===== src/hw/rtl/sddd_pkg.sv =====
// ----------------------------------------------------------------------------
// sddd_pkg - shared types and constants for the date difference unit
// field widths, calendar tables and sequencer state codes
// ----------------------------------------------------------------------------
package sddd_pkg;

  localparam int DAY_W   = 5;
  localparam int MONTH_W = 4;
  localparam int YEAR_W  = 14;
  localparam int OUT_W   = 23;
  localparam int ACC_W   = 23;   // unsigned whole-year span, up to 16383 * 366 days
  localparam int DIFF_W  = 25;   // signed working difference before saturation
  localparam int DOY_W   = 9;    // day of year, 1..366

  localparam int YEAR_MAX_DEFAULT = 9999;

  localparam logic [MONTH_W-1:0] MONTH_FEB = MONTH_W'(2);
  localparam logic [MONTH_W-1:0] MONTH_DEC = MONTH_W'(12);

  localparam logic signed [DIFF_W-1:0] DIFF_HI = DIFF_W'(4194303);
  localparam logic signed [DIFF_W-1:0] DIFF_LO = -DIFF_W'(4194304);

  // sequencer states
  localparam logic [2:0] ST_IDLE = 3'd0;
  localparam logic [2:0] ST_YEAR = 3'd1;
  localparam logic [2:0] ST_DAYS = 3'd2;
  localparam logic [2:0] ST_ADJ  = 3'd3;
  localparam logic [2:0] ST_OUT  = 3'd4;

  function automatic logic [DOY_W-1:0] month_start(input logic [MONTH_W-1:0] m);
    logic [DOY_W-1:0] r;
    unique case (m)
      4'd1:    r = 9'd0;
      4'd2:    r = 9'd31;
      4'd3:    r = 9'd59;
      4'd4:    r = 9'd90;
      4'd5:    r = 9'd120;
      4'd6:    r = 9'd151;
      4'd7:    r = 9'd181;
      4'd8:    r = 9'd212;
      4'd9:    r = 9'd243;
      4'd10:   r = 9'd273;
      4'd11:   r = 9'd304;
      4'd12:   r = 9'd334;
      default: r = 9'd0;
    endcase
    return r;
  endfunction

  function automatic logic [DAY_W-1:0] month_len(input logic [MONTH_W-1:0] m,
                                                 input logic leap);
    logic [DAY_W-1:0] r;
    unique case (m)
      4'd2:                      r = leap ? 5'd29 : 5'd28;
      4'd4, 4'd6, 4'd9, 4'd11:   r = 5'd30;
      default:                   r = 5'd31;
    endcase
    return r;
  endfunction

endpackage


===== src/hw/rtl/signed_date_difference_days_unit.sv =====
// ----------------------------------------------------------------------------
// signed_date_difference_days_unit - signed day count between two dates
// walks the years once with a shared accumulator, then adds day-of-year terms
// ----------------------------------------------------------------------------
// channel | direction | ports
// in      | input     | in_valid, in_ready, in_first_*, in_second_*, in_include_end_day
// out     | output    | out_valid, out_ready, out_day_difference, out_date_invalid
//
// each item walks every year from 1 up to max(first_year, second_year);
// the year walk runs one year per cycle through a single adder
// an invalid month, year or zero day skips the walk and goes straight to output
// in_ready is high only while the sequencer is idle; out stalls hold the result
// rst_n is synchronous, active low, and clears the sequencer and out_valid
module signed_date_difference_days_unit #(
  parameter int YEAR_MAX = sddd_pkg::YEAR_MAX_DEFAULT
) (
  input  logic                          clk,
  input  logic                          rst_n,
  input  logic                          in_valid,
  output logic                          in_ready,
  input  logic [sddd_pkg::DAY_W-1:0]    in_first_day,
  input  logic [sddd_pkg::MONTH_W-1:0]  in_first_month,
  input  logic [sddd_pkg::YEAR_W-1:0]   in_first_year,
  input  logic [sddd_pkg::DAY_W-1:0]    in_second_day,
  input  logic [sddd_pkg::MONTH_W-1:0]  in_second_month,
  input  logic [sddd_pkg::YEAR_W-1:0]   in_second_year,
  input  logic                          in_include_end_day,
  output logic                          out_valid,
  input  logic                          out_ready,
  output logic signed [sddd_pkg::OUT_W-1:0] out_day_difference,
  output logic                          out_date_invalid
);
  import sddd_pkg::*;

  localparam logic [YEAR_W:0] YMAX = (YEAR_W+1)'(YEAR_MAX);

  logic [2:0]          state_r, state_nxt;
  logic [DAY_W-1:0]    d1_r, d2_r;
  logic [MONTH_W-1:0]  m1_r, m2_r;
  logic [YEAR_W-1:0]   y1_r, y2_r, ylo_r, yhi_r, yc_r;
  logic                inc_r, neg_r, leap1_r, leap2_r, bad_r;
  logic [1:0]          m4_r;
  logic [6:0]          m100_r;
  logic [8:0]          m400_r;
  logic [ACC_W-1:0]    acc_r;
  logic signed [DIFF_W-1:0] diff_r;
  logic                out_valid_r;
  logic signed [OUT_W-1:0] out_diff_r;
  logic                out_bad_r;

  logic                accept, leap_c, last_year, in_bad, day_bad, out_free;
  logic [DOY_W-1:0]    doy1, doy2;
  logic signed [DIFF_W-1:0] base, adj;

  assign in_ready = (state_r == ST_IDLE);
  assign accept   = in_valid && in_ready;
  assign out_free = !out_valid_r || out_ready;

  assign out_valid          = out_valid_r;
  assign out_day_difference = out_diff_r;
  assign out_date_invalid   = out_bad_r;

  // range checks that need no leap-year knowledge
  assign in_bad = (in_first_day == '0) || (in_second_day == '0) ||
                  (in_first_month == '0) || (in_first_month > MONTH_DEC) ||
                  (in_second_month == '0) || (in_second_month > MONTH_DEC) ||
                  (in_first_year == '0) || ({1'b0, in_first_year} > YMAX) ||
                  (in_second_year == '0) || ({1'b0, in_second_year} > YMAX);

  assign leap_c    = ((m4_r == 2'd0) && (m100_r != 7'd0)) || (m400_r == 9'd0);
  assign last_year = (yc_r == yhi_r);

  assign doy1 = month_start(m1_r) + DOY_W'((m1_r > MONTH_FEB) && leap1_r) + DOY_W'(d1_r);
  assign doy2 = month_start(m2_r) + DOY_W'((m2_r > MONTH_FEB) && leap2_r) + DOY_W'(d2_r);
  assign day_bad = (d1_r > month_len(m1_r, leap1_r)) || (d2_r > month_len(m2_r, leap2_r));

  assign base = neg_r ? -$signed({2'b00, acc_r}) : $signed({2'b00, acc_r});
  assign adj  = !inc_r ? diff_r : (diff_r[DIFF_W-1] ? diff_r - DIFF_W'(1)
                                                    : diff_r + DIFF_W'(1));

  always_comb begin
    state_nxt = state_r;
    unique case (state_r)
      ST_IDLE: if (accept) state_nxt = in_bad ? ST_OUT : ST_YEAR;
      ST_YEAR: if (last_year) state_nxt = ST_DAYS;
      ST_DAYS: state_nxt = ST_ADJ;
      ST_ADJ:  state_nxt = ST_OUT;
      ST_OUT:  if (out_free) state_nxt = ST_IDLE;
      default: state_nxt = ST_IDLE;
    endcase
  end

  always_ff @(posedge clk) begin
    if (!rst_n) begin
      state_r     <= ST_IDLE;
      out_valid_r <= 1'b0;
    end else begin
      state_r <= state_nxt;
      if (state_r == ST_OUT && out_free) begin
        out_valid_r <= 1'b1;
      end else if (out_ready) begin
        out_valid_r <= 1'b0;
      end
    end
  end

  always_ff @(posedge clk) begin
    unique case (state_r)
      ST_IDLE: begin
        if (accept) begin
          d1_r   <= in_first_day;
          m1_r   <= in_first_month;
          y1_r   <= in_first_year;
          d2_r   <= in_second_day;
          m2_r   <= in_second_month;
          y2_r   <= in_second_year;
          inc_r  <= in_include_end_day;
          bad_r  <= in_bad;
          neg_r  <= in_first_year > in_second_year;
          ylo_r  <= (in_first_year > in_second_year) ? in_second_year : in_first_year;
          yhi_r  <= (in_first_year > in_second_year) ? in_first_year : in_second_year;
          yc_r   <= YEAR_W'(1);
          m4_r   <= 2'd1;
          m100_r <= 7'd1;
          m400_r <= 9'd1;
          acc_r  <= '0;
          diff_r <= '0;
        end
      end
      ST_YEAR: begin
        // whole years in [ylo, yhi) add to the span
        if (yc_r >= ylo_r && !last_year) begin
          acc_r <= acc_r + (leap_c ? ACC_W'(366) : ACC_W'(365));
        end
        if (yc_r == y1_r) leap1_r <= leap_c;
        if (yc_r == y2_r) leap2_r <= leap_c;
        yc_r   <= yc_r + YEAR_W'(1);
        m4_r   <= m4_r + 2'd1;
        m100_r <= (m100_r == 7'd99)  ? 7'd0 : m100_r + 7'd1;
        m400_r <= (m400_r == 9'd399) ? 9'd0 : m400_r + 9'd1;
      end
      ST_DAYS: begin
        bad_r  <= day_bad;
        diff_r <= base + DIFF_W'(doy2) - DIFF_W'(doy1);
      end
      ST_ADJ: begin
        if (adj > DIFF_HI) begin
          diff_r <= DIFF_HI;
        end else if (adj < DIFF_LO) begin
          diff_r <= DIFF_LO;
        end else begin
          diff_r <= adj;
        end
      end
      ST_OUT: begin
        if (out_free) begin
          out_bad_r  <= bad_r;
          out_diff_r <= bad_r ? '0 : diff_r[OUT_W-1:0];
        end
      end
      default: ;
    endcase
  end

endmodule

===== config.mk =====
export PLATFORM = sky130hd
export DESIGN_NAME = signed_date_difference_days_unit
export DESIGN_NICKNAME = d
export VERILOG_FILES = /design/src/hw/rtl/sddd_pkg.sv /design/src/hw/rtl/signed_date_difference_days_unit.sv
export SDC_FILE = /design/constraint.sdc
export NUM_CORES = 1
export LEC_CHECK = 0
export ABC_CLOCK_PERIOD_IN_PS = 7100
export BUFFER_PORTS_ARGS = -buffer_cell sky130_fd_sc_hd__buf_2
export CAP_MARGIN = 15
export CORE_MARGIN = 2
export CORE_UTILIZATION = 40
export CTS_CLUSTER_SIZE = 16
export DETAILED_ROUTE_END_ITERATION = 12
export HOLD_SLACK_MARGIN = 0.02
export SLEW_MARGIN = 20
export SYNTH_ARGS = -nofsm -noshare
export SYNTH_HDL_FRONTEND = slang
export SYNTH_SLANG_ARGS = --single-unit

===== constraint.sdc =====
create_clock -name clk -period 7.1 [get_ports clk]
set_input_delay 0.71 -clock clk [delete_from_list [all_inputs] [get_ports clk]]
set_output_delay 0.71 -clock clk [all_outputs]
set_load 0.02 [all_outputs]

# == Word level (Yosys, flattened, before mapping) ==
# Memory sizes are Yosys's and may differ from the RTL's. A register that Yosys moved wholly into a read port is not among the register bits.
# Index checks and enable logic that the tools add are counted.
# classes
mux,38
n_reduce_logical,45
eq_ne,23
n_lt_le_gt_ge,12
add_sub_neg,14
# ops
operator,count
$mux 25,6
$pmux 25 s3,1
$mux 23,2
$pmux 23 s2,1
$eq 14x14->1,3
$mux 14,3
$gt 14x14->1 const B,2
$logic_not 14->1,2
$pmux 14 s2,1
$add 25x2->25 const B,1
$add 25x9->25,1
$gt 25x23->1 const B,1
$lt 25x23->1 const B,1
$neg 23->25,1
$sub 25x2->25 const B,1
$sub 25x9->25,1
$add 23x9->23,1
$add 9x1->9,2
$add 9x5->9,2
$mux 9,2
$pmux 9 s2,1
$eq 4x3->1 const B,4
$eq 4x4->1 const B,4
$pmux 3 s5,1
other kinds (39),87
# word_totals
rom_bits,288
mem_count,2
in_bits,51
reg_bits,187
wordCells,157
# mem_list
name,words,width,read_ports,rd_clocked_by_memory_dff,write_ports,line_no,source
(name not given),16,9,1,1,0,sddd_pkg.sv:32,unique case (m)
(name not given),16,9,1,1,0,sddd_pkg.sv:32,

# == Logic depth before layout (Yosys ltp) ==
# Gate-level depths: netlist (run 1).
# logic_depth
word_depth,13
mapped_depth,21

# == Worst setup path after synthesis (run 1) ==
# Ideal clock, no wire load.
# synth_path
path_kind,register to register
startpoint,register m1_r[0]
endpoint,register diff_r[23] (data pin)
required_time_ns,6.832
stages_incl_launch_ff,22
path_slack_ns,2.228
t_arrival_ns,4.604
n_path_buf,0
setup_ns,0.268
cell_sequence,edfxtp_1 > a211o_1 > nand2_1 > fa_1 > fa_1 > inv_1 > a21oi_1 > o21bai_1 > a21o_1 > nand4_1 > xnor2_1 > fa_1 > inv_1 > ha_1 > a21oi_1 > o21ai_0 > a2111o_1 > a2111oi_4 > nor4b_1 > o31a_1 > nor3_1 > o31ai_2
# synth_between
elab_chain_len,6
# synth_lines
element,line_no,source
start: declaration,signed_date_difference_days_unit.sv:39,"logic [MONTH_W-1:0] m1_r, m2_r;"
start signal: assignment,signed_date_difference_days_unit.sv:112,m1_r <= in_first_month;
$gt 4x2->1,signed_date_difference_days_unit.sv:73,assign doy1 = month_start(m1_r) + DOY_W'((m1_r > MONTH_FEB) && leap1_r) + DOY_W'(d1_r);
$logic_and 1x1->1,signed_date_difference_days_unit.sv:73,
$add 9x1->9,signed_date_difference_days_unit.sv:73,
$add 9x5->9,signed_date_difference_days_unit.sv:73,
$sub 25x9->25,signed_date_difference_days_unit.sv:144,diff_r <= base + DIFF_W'(doy2) - DIFF_W'(doy1);
$pmux 25 s3,signed_date_difference_days_unit.sv:108,unique case (state_r)
end signal: assignment,signed_date_difference_days_unit.sv:144,
end signal: assignment,signed_date_difference_days_unit.sv:152,diff_r <= adj;
end: declaration,signed_date_difference_days_unit.sv:46,logic signed [DIFF_W-1:0] diff_r;
# No other way between the ends.
# A chain may end at the register's enable or synchronous reset.

# == Worst setup path in the final report (run 1) ==
# layout_path
startpoint,register m1_r[3]
endpoint,register diff_r[23] (data pin)
# The elaborated chain is that of the path after synthesis.

==> run metrics, run 1 <==
Distinct cells, synth=66; dominant synthesized flop cell=edfxtp_1; nets=1739; highest routed layer=met4; clock latency on the worst-skew pair=530 ps; WL met2=16.1 mm; fin crit share=0.753; pwr dens=369 nW/um^2; WL/cell=17.2 um; Hold Crit Endpoint=d1_r[2]; Final Non-Filler Cells=2047; worst endpoint data arrival time=5600 ps; Hold/Removal Path Class=in2reg; post-synthesis compound-gate area fraction=0.159; Die Wd=197 um; clock slew at reported path FFs=60 ps; Reg2Reg Setup Slack=1750 ps; final wirelength=35.2 mm; Max-Cap Viols=0; # Post-CTS Setup Buffers=0; Cells after DPL=1999; GRT Util Overall=0.178; unrepaired setup endpoints after global routing=false; Critical Path Start Type=register; DRT Pass-1 Iters=8; die area=38700 sq um; root buffer cell=clkbuf_16; Synth top area share=0.369; Ant. Diodes=0; leading area contributor after synthesis=edfxtp_1; commonest non-fill, non-tap cell in the layout=edfxtp_1; CP Capture Type=register; Max Fclk=187 MHz; Hold Buf Count CTS=0; simple-gate share of the synthesized area=0.169; final setup margin=1750 ps; Pleak=0.00666 uW; DP Wirelength=25.1 mm; Slew Limit Fails=0; total congestion overflow=0; I/O Buffers=76; multi-input logic area=8240 sq um; Worst R2R End=diff_r[23]; CTS tree=yes; register area=5940 sq um; TritonCTS buffer count=26; Antenna Nets Post-Route=0; Cell Area, Synth=14900 sq um; CTS Buffer Depth=3; mux cell area share after synthesis=0.0155; WP data required=7360 ps; reg2reg start=m1_r[3]; highest cell delay on the worst timing path=540 ps; Slowest cell on crit path=fa_1; largest net degree at the start of global routing=60; Yosys warning count=0; critical path type=reg2reg; Synth Register Bits=205; CTS resizes=0; Post-Synth Adder-Cell Area=0.116; run status=completed; CP most frequent cell=fa_1; Site Rows=70; first-pass GRT wire length=56.7 mm; Synth Net Count=1697; skew final=7.71 ps; VDD IR max=0.255 mV; number of cells on the worst reg-to-reg path=21; largest family of logic cells by synthesized area=simple AND/OR/NAND/NOR gates; initial antenna violation count=0; DRC Markers=0; Post-synth EDFFs=183; # H-tree levels=1; Setup WS pre-CTS=1770 ps; WHS Path Cells=1; Fill cells=3506; Mapped Cells=1517; worst-margin pin slew=1000 ps; FFs w/ async S/R, synth=0; final setup vio count=0; CP cell instances=a211o_1 -> nand2_1 -> fa_1 -> fa_1 -> inv_1 -> a21oi_1 -> o21bai_1 -> a21o_1 -> nand4_1 -> xnor2_1 -> fa_1 -> inv_1 -> ha_1 -> a21oi_1 -> o21ai_0 -> a2111o_1 -> a2111oi_4 -> nor4b_1 -> o31a_1 -> nor3_1 -> o31ai_2; Avg Cell Area, Syn=9.81 sq um; leading cell types in the layout, fill and taps excluded=183 x edfxtp_1, 114 x ha_1, 110 x inv_1; Seq/Total Area, Yosys=0.399; Rel. slew slack=0.333; I/O pin cnt=77; Chip Height=197 um; Synth Area in XOR/XNOR=0.0936; initial drt markers=1052; post-route minimum period=5350 ps; Worst Path Max Fanout=6; Met1 Wirelength=16.4 mm; GPL Wtd Cong=0.862; Clock Sinks=205; via count=11509; Core ar.=36600 sq um; Final Hold Viols=0; Initial Util=0.406; Hold Startpoint=in_first_day[2]; worst hold slack=367 ps; Setup TNS=0 ps; number of vias per cell=5.62; Syn-to-layout area delta=11.0%; vias in the first global route=10849; metal3 WL=1.76 mm; Synth area leaders=edfxtp_1 37%, ha_1 9.6%, xor2_1 5.1%, xnor2_1 4.3%, dfxtp_1 3.0%; share of post-route cells with drive strength above 1=0.0963
==> cell usage after synthesis (9+ instances only) <==
| master | n |
|---|---|
| o21bai_1 | 12 |
| fa_1 | 15 |
| nand3_1 | 70 |
| nor2_1 | 95 |
| o221ai_1 | 17 |
| nand2_1 | 91 |
| nor3_1 | 26 |
| edfxtp_1 | 183 |
| a31oi_1 | 13 |
| nor4_1 | 18 |
| mux2i_1 | 23 |
| xnor2_1 | 73 |
| or3_1 | 10 |
| inv_1 | 110 |
| o211ai_1 | 14 |
| and2_1 | 9 |
| dfxtp_1 | 22 |
| nand4b_1 | 28 |
| ha_1 | 114 |
| a211oi_1 | 9 |
| nand2b_1 | 11 |
| a221oi_1 | 28 |
| o21a_1 | 9 |
| o21ai_1 | 10 |
| a21o_1 | 27 |
| xor2_1 | 86 |
| o21ai_0 | 41 |
| o31ai_1 | 11 |
| and3_1 | 45 |
| nand4_1 | 20 |
| clkbuf_1 | 68 |
| o2111ai_1 | 28 |
| nor2b_1 | 38 |
| a21oi_1 | 73 |
==> layer usage <==
layer,vias up,GRT usage
li1,5721,-
met1,5444,0.245
met2,291,0.293
met3,53,0.0243
met4,0,0.0537
met5,-,0
==> power breakdown <==
part	total, uW	switching [uW]	internal [uW]
registers	1810	220	1590
clock network	1270	537	734
logic	3010	1800	1210
total	6090	2550	3540
==> logic make-up (layout without fill, tap and decap cells) <==
family | count (synthesis) | after routing
AO/OA/AOI/OAI | 333 | 333
XOR/XNOR | 159 | 159
adder cells (fa/ha/maj) | 129 | 129
buffers and inverters | 189 | 251
flip-flops | 205 | 205
multiplexers | 23 | 23
AND/OR/NAND/NOR | 479 | 479
==> sequential cells by signal (all words and copies together), names as in the netlist, named ones only <==
register            flops
leap2_r                 1
inc_r                   1
yc_r                   14
y2_r                   14
m4_r                    2
diff_r                 25
m1_r                    4
m100_r                  7
m400_r                  9
yhi_r                  14
out_day_difference     23
state_r                 3
acc_r                  23
d1_r                    5
m2_r                    4
y1_r                   14
bad_r                   1
out_date_invalid        1
leap1_r                 1
neg_r                   1
ylo_r                  14
out_valid               1
d2_r                    5
==> worst max-delay path, delay by kind of cell (launching register included) <==
family                     cells  cell delay (ps)
AOI/OAI and AO/OA             10             2140
DFF                            1              430
adders and majority gates      4             1730
and+or+nand+nor                4              480
xor gates and xnor gates       1              170
buffers and inverters          2              110
==> metrics by stage <==
step           power [uW]  instance area, sq um  utilization
6_report             6090                 16500        0.451
4_1_cts              6120                 16500        0.451
5_1_grt              6580                 16500        0.451
3_5_place_dp         4810                 15700        0.428
2_1_floorplan        4080                 14900            -
3_3_place_gp         4780                 15700        0.428
==> cell type report <==
cell class,count,share of cell area
repair buffers,91,0.0299
clock buffers,29,0.0414
flip-flops and latches,205,0.360
multi-input cells,1123,0.499
well taps,468,0.0355
inverters,112,0.0255
clock inverters,19,0.00864
==> worst max-delay path by stage <==
stage	cells after the start	slack [ps]	end	from
2_1_floorplan	21	2230	diff_r[23]	m1_r[0]
3_3_place_gp	21	1840	diff_r[23]	m1_r[3]
3_5_place_dp	21	1770	diff_r[23]	m1_r[3]
4_1_cts	21	1740	diff_r[23]	m1_r[0]
5_1_grt	21	1420	diff_r[23]	m1_r[3]
6_report	21	1750	diff_r[23]	m1_r[3]
No activity file was read; power rests on OpenSTA's default activity.
==> run 2, diff against run 1 <==
--- a/config.mk
+++ b/config.mk
@@ -5,7 +5,7 @@
 export SDC_FILE = /design/constraint.sdc
 export NUM_CORES = 1
 export LEC_CHECK = 0
-export ABC_CLOCK_PERIOD_IN_PS = 7100
+export ABC_CLOCK_PERIOD_IN_PS = 4800
 export BUFFER_PORTS_ARGS = -buffer_cell sky130_fd_sc_hd__buf_2
 export CAP_MARGIN = 15
 export CORE_MARGIN = 2
==> constraint.sdc (replaced) <==
create_clock -name clk -period 4.8 [get_ports clk]
set_input_delay 0.48 -clock clk [delete_from_list [all_inputs] [get_ports clk]]
set_output_delay 0.48 -clock clk [all_outputs]
set_load 0.02 [all_outputs]
==> run 2 against run 1 <==
  * The flow now finishes with violations (setup timing)
  * Worst setup slack worse by 1800 ps
  * Non-clock buffer count is 36 higher
  * Wire length hardly changed
  * Worst hold slack lost 240 ps
  * First-iteration DRC count is 32% lower
  * Clock skew grew 13 ps
  * Sequential share of layout area down 0.85 points
  * Largest power group unchanged
==> run metrics, run 2 (synthesis gave the netlist of run 1 again) <==
metal3 WL=1.34 mm (was 1.76 mm); WL/cell=16.9 um (was 17.2 um); WL met2=16.3 mm (was 16.1 mm); Hold/Removal Path Class=in2reg (unchanged); combinational share of power=0.521 (was 0.494); CTS Buffer Depth=3 (unchanged); die area=38700 sq um (unchanged); CP cell instances=a211o_1 -> nand2_2 -> fa_2 -> fa_2 -> inv_2 -> a21oi_2 -> o21bai_1 -> a21o_1 -> nand4_1 -> xnor2_2 -> fa_1 -> inv_2 -> ha_4 -> a21oi_2 -> o21ai_2 -> a2111o_1 -> a2111oi_4 -> nor4b_2 -> o31a_1 -> o21a_1 -> o31ai_2 (was a211o_1 -> nand2_1 -> fa_1 -> fa_1 -> inv_1 -> a21oi_1 -> o21bai_1 -> a21o_1 -> nand4_1 -> xnor2_1 -> fa_1 -> inv_1 -> ha_1 -> a21oi_1 -> o21ai_0 -> a2111o_1 -> a2111oi_4 -> nor4b_1 -> o31a_1 -> nor3_1 -> o31ai_2); Int Pwr=5660 uW (was 3540 uW); CTS tree=yes (unchanged); total congestion overflow=0 (unchanged); Worst Path Max Fanout=4 (was 6); nets=1775 (was 1739); CP Capture Type=register (unchanged); Chip Height=197 um (unchanged); via count=11619 (was 11509); largest net degree at the start of global routing=60 (unchanged); DP Wirelength=25.5 mm (was 25.1 mm); vias in the first global route=11231 (was 10849); clock latency on the worst-skew pair=540 ps (was 530 ps); post-route minimum period=4850 ps (was 5350 ps); Clock Power Share=0.201 (was 0.209); Final Hold Viols=0 (unchanged); reg2reg start=m1_r[0] (was m1_r[3]); pwr dens=568 nW/um^2 (was 369 nW/um^2); number of flip-flops in the largest register=25 (unchanged); Max Fclk=206 MHz (was 187 MHz); # H-tree levels=1 (unchanged); Slowest cell on crit path=fa_1 (unchanged); Top reg by flops=diff_r (unchanged); fin crit share=1.01 (was 0.753); Fill cells=3484 (was 3506); number of cells on the worst reg-to-reg path=21 (unchanged); worst-margin pin slew=1190 ps (was 1000 ps); GPL Wtd Cong=0.834 (was 0.862); Site Rows=70 (unchanged); I/O Buffers=76 (unchanged); highest routed layer=met4 (unchanged); Critical Path Start Type=register (unchanged); Core ar.=36600 sq um (unchanged); initial antenna violation count=0 (unchanged); Switching Fraction=0.411 (was 0.419); crit path buf inv count=2 (unchanged); Syn-to-layout area delta=13.6% (was 11.0%); worst endpoint data arrival time=5200 ps (was 5600 ps); Antenna Nets Post-Route=0 (unchanged); GRT Util Overall=0.180 (was 0.178); CP Depth=21 (unchanged); worst hold slack=128 ps (was 367 ps); commonest non-fill, non-tap cell in the layout=edfxtp_1 (unchanged); Reg2Reg Setup Slack=-50 ps (was 1750 ps); Setup TNS=-48.0 ps (was 0 ps); leading cell types in the layout, fill and taps excluded=183 x edfxtp_1, 112 x ha_1, 108 x inv_1 (was 183 x edfxtp_1, 114 x ha_1, 110 x inv_1); VDD IR max=0.509 mV (was 0.255 mV); Hold Buf Count CTS=0 (unchanged); Clock Sinks=205 (unchanged); Seq pwr share=0.277 (was 0.297); Slew Limit Fails=0 (unchanged); root buffer cell=clkbuf_16 (unchanged); failing checks=setup timing; skew final=20.5 ps (was 7.71 ps); Rel. slew slack=0.207 (was 0.333); Setup crit end=diff_r[23] (unchanged); final wirelength=35.2 mm (about the same); Net Switching=3940 uW (was 2550 uW); delay-heaviest family, CP=compound AO/OA/AOI/OAI gates (unchanged); Initial Util=0.406 (unchanged); number of vias per cell=5.58 (was 5.62); DRC Markers=0 (unchanged); TritonCTS buffer count=26 (unchanged); Ant. Diodes=0 (unchanged); first-pass GRT wire length=57.7 mm (was 56.7 mm); Pleak=0.00686 uW (was 0.00666 uW); critical path type=reg2reg (unchanged); initial drt markers=719 (was 1052); share of post-route cells with drive strength above 1=0.130 (was 0.0963); highest cell delay on the worst timing path=530 ps (was 540 ps); run status=finished, violations left (was completed); WP data required=5150 ps (was 7360 ps); clock slew at reported path FFs=60 ps (about the same); unrepaired setup endpoints after global routing=true (was false); final setup vio count=1 (was 0); final setup margin=-48.0 ps (was 1750 ps); Met1 Wirelength=16.4 mm (about the same); CP Launch Point=m1_r[0] (was m1_r[3]); DRT Pass-1 Iters=5 (was 8); Die Wd=197 um (unchanged); I/O pin cnt=77 (unchanged); Worst R2R End=diff_r[23] (unchanged); Max-Cap Viols=0 (unchanged)
-- run 2: power by group through the flow --
stage	Clock (uW)	Sequential, uW	Combinational, uW
after global placement	0	2690	4680
after detailed placement	0	2700	4720
final	1930	2660	5010
after floorplan	0	2580	3450
after global routing	2040	2710	5570
after CTS	1980	2660	4900
-- run 2: area by class of cell --
type	count	area [sq um]	share of cell area
repair buffers	127	763	0.0451
flip-flops and latches	205	5940	0.351
clock inverters	17	178	0.0105
multi-input cells	1123	8350	0.494
clock buffers	31	669	0.0396
inverters	112	422	0.0249
well taps	468	586	0.0346
-- run 2: worst min-delay path by stage --
stage | slack [ps] | startpoint | cells past startpoint | to
floorplan | 510 | bad_r | 0 | out_date_invalid
global placement | 540 | m4_r[0] | 1 | m4_r[0]
detailed placement | 550 | m4_r[0] | 1 | m4_r[0]
CTS | 100 | in_second_day[4] | 1 | d2_r[4]
global route | 110 | in_second_day[1] | 1 | d2_r[1]
finish | 130 | in_second_day[4] | 1 | d2_r[4]
-- run 2: routing by layer --
| layer | up-vias | track usage |
|---|---|---|
| met5 | - | 0 |
| met4 | 0 | 0.0635 |
| met3 | 65 | 0.0229 |
| met2 | 257 | 0.296 |
| met1 | 5522 | 0.246 |
| li1 | 5775 | - |
-- run 2: stage by stage --
stage	cells	instance area (sq um)	util	setup WS, ps	total power [uW]
finish	2083	16900	0.462	-48.0	9600
global route	2083	16900	0.462	-279	10300
CTS	2082	16900	0.461	-173	9540
detailed placement	2031	15900	0.435	-267	7410
global placement	2031	15900	0.435	-206	7370
floorplan	1517	14900	-	26.2	6030
-- run 2: timing repair --
action / in CTS / in global routing
pin swaps: 18 / 12
resized for setup: 18 / 8
endpoints found under the setup margin: 6 / 10
buffers inserted: 4 / 1
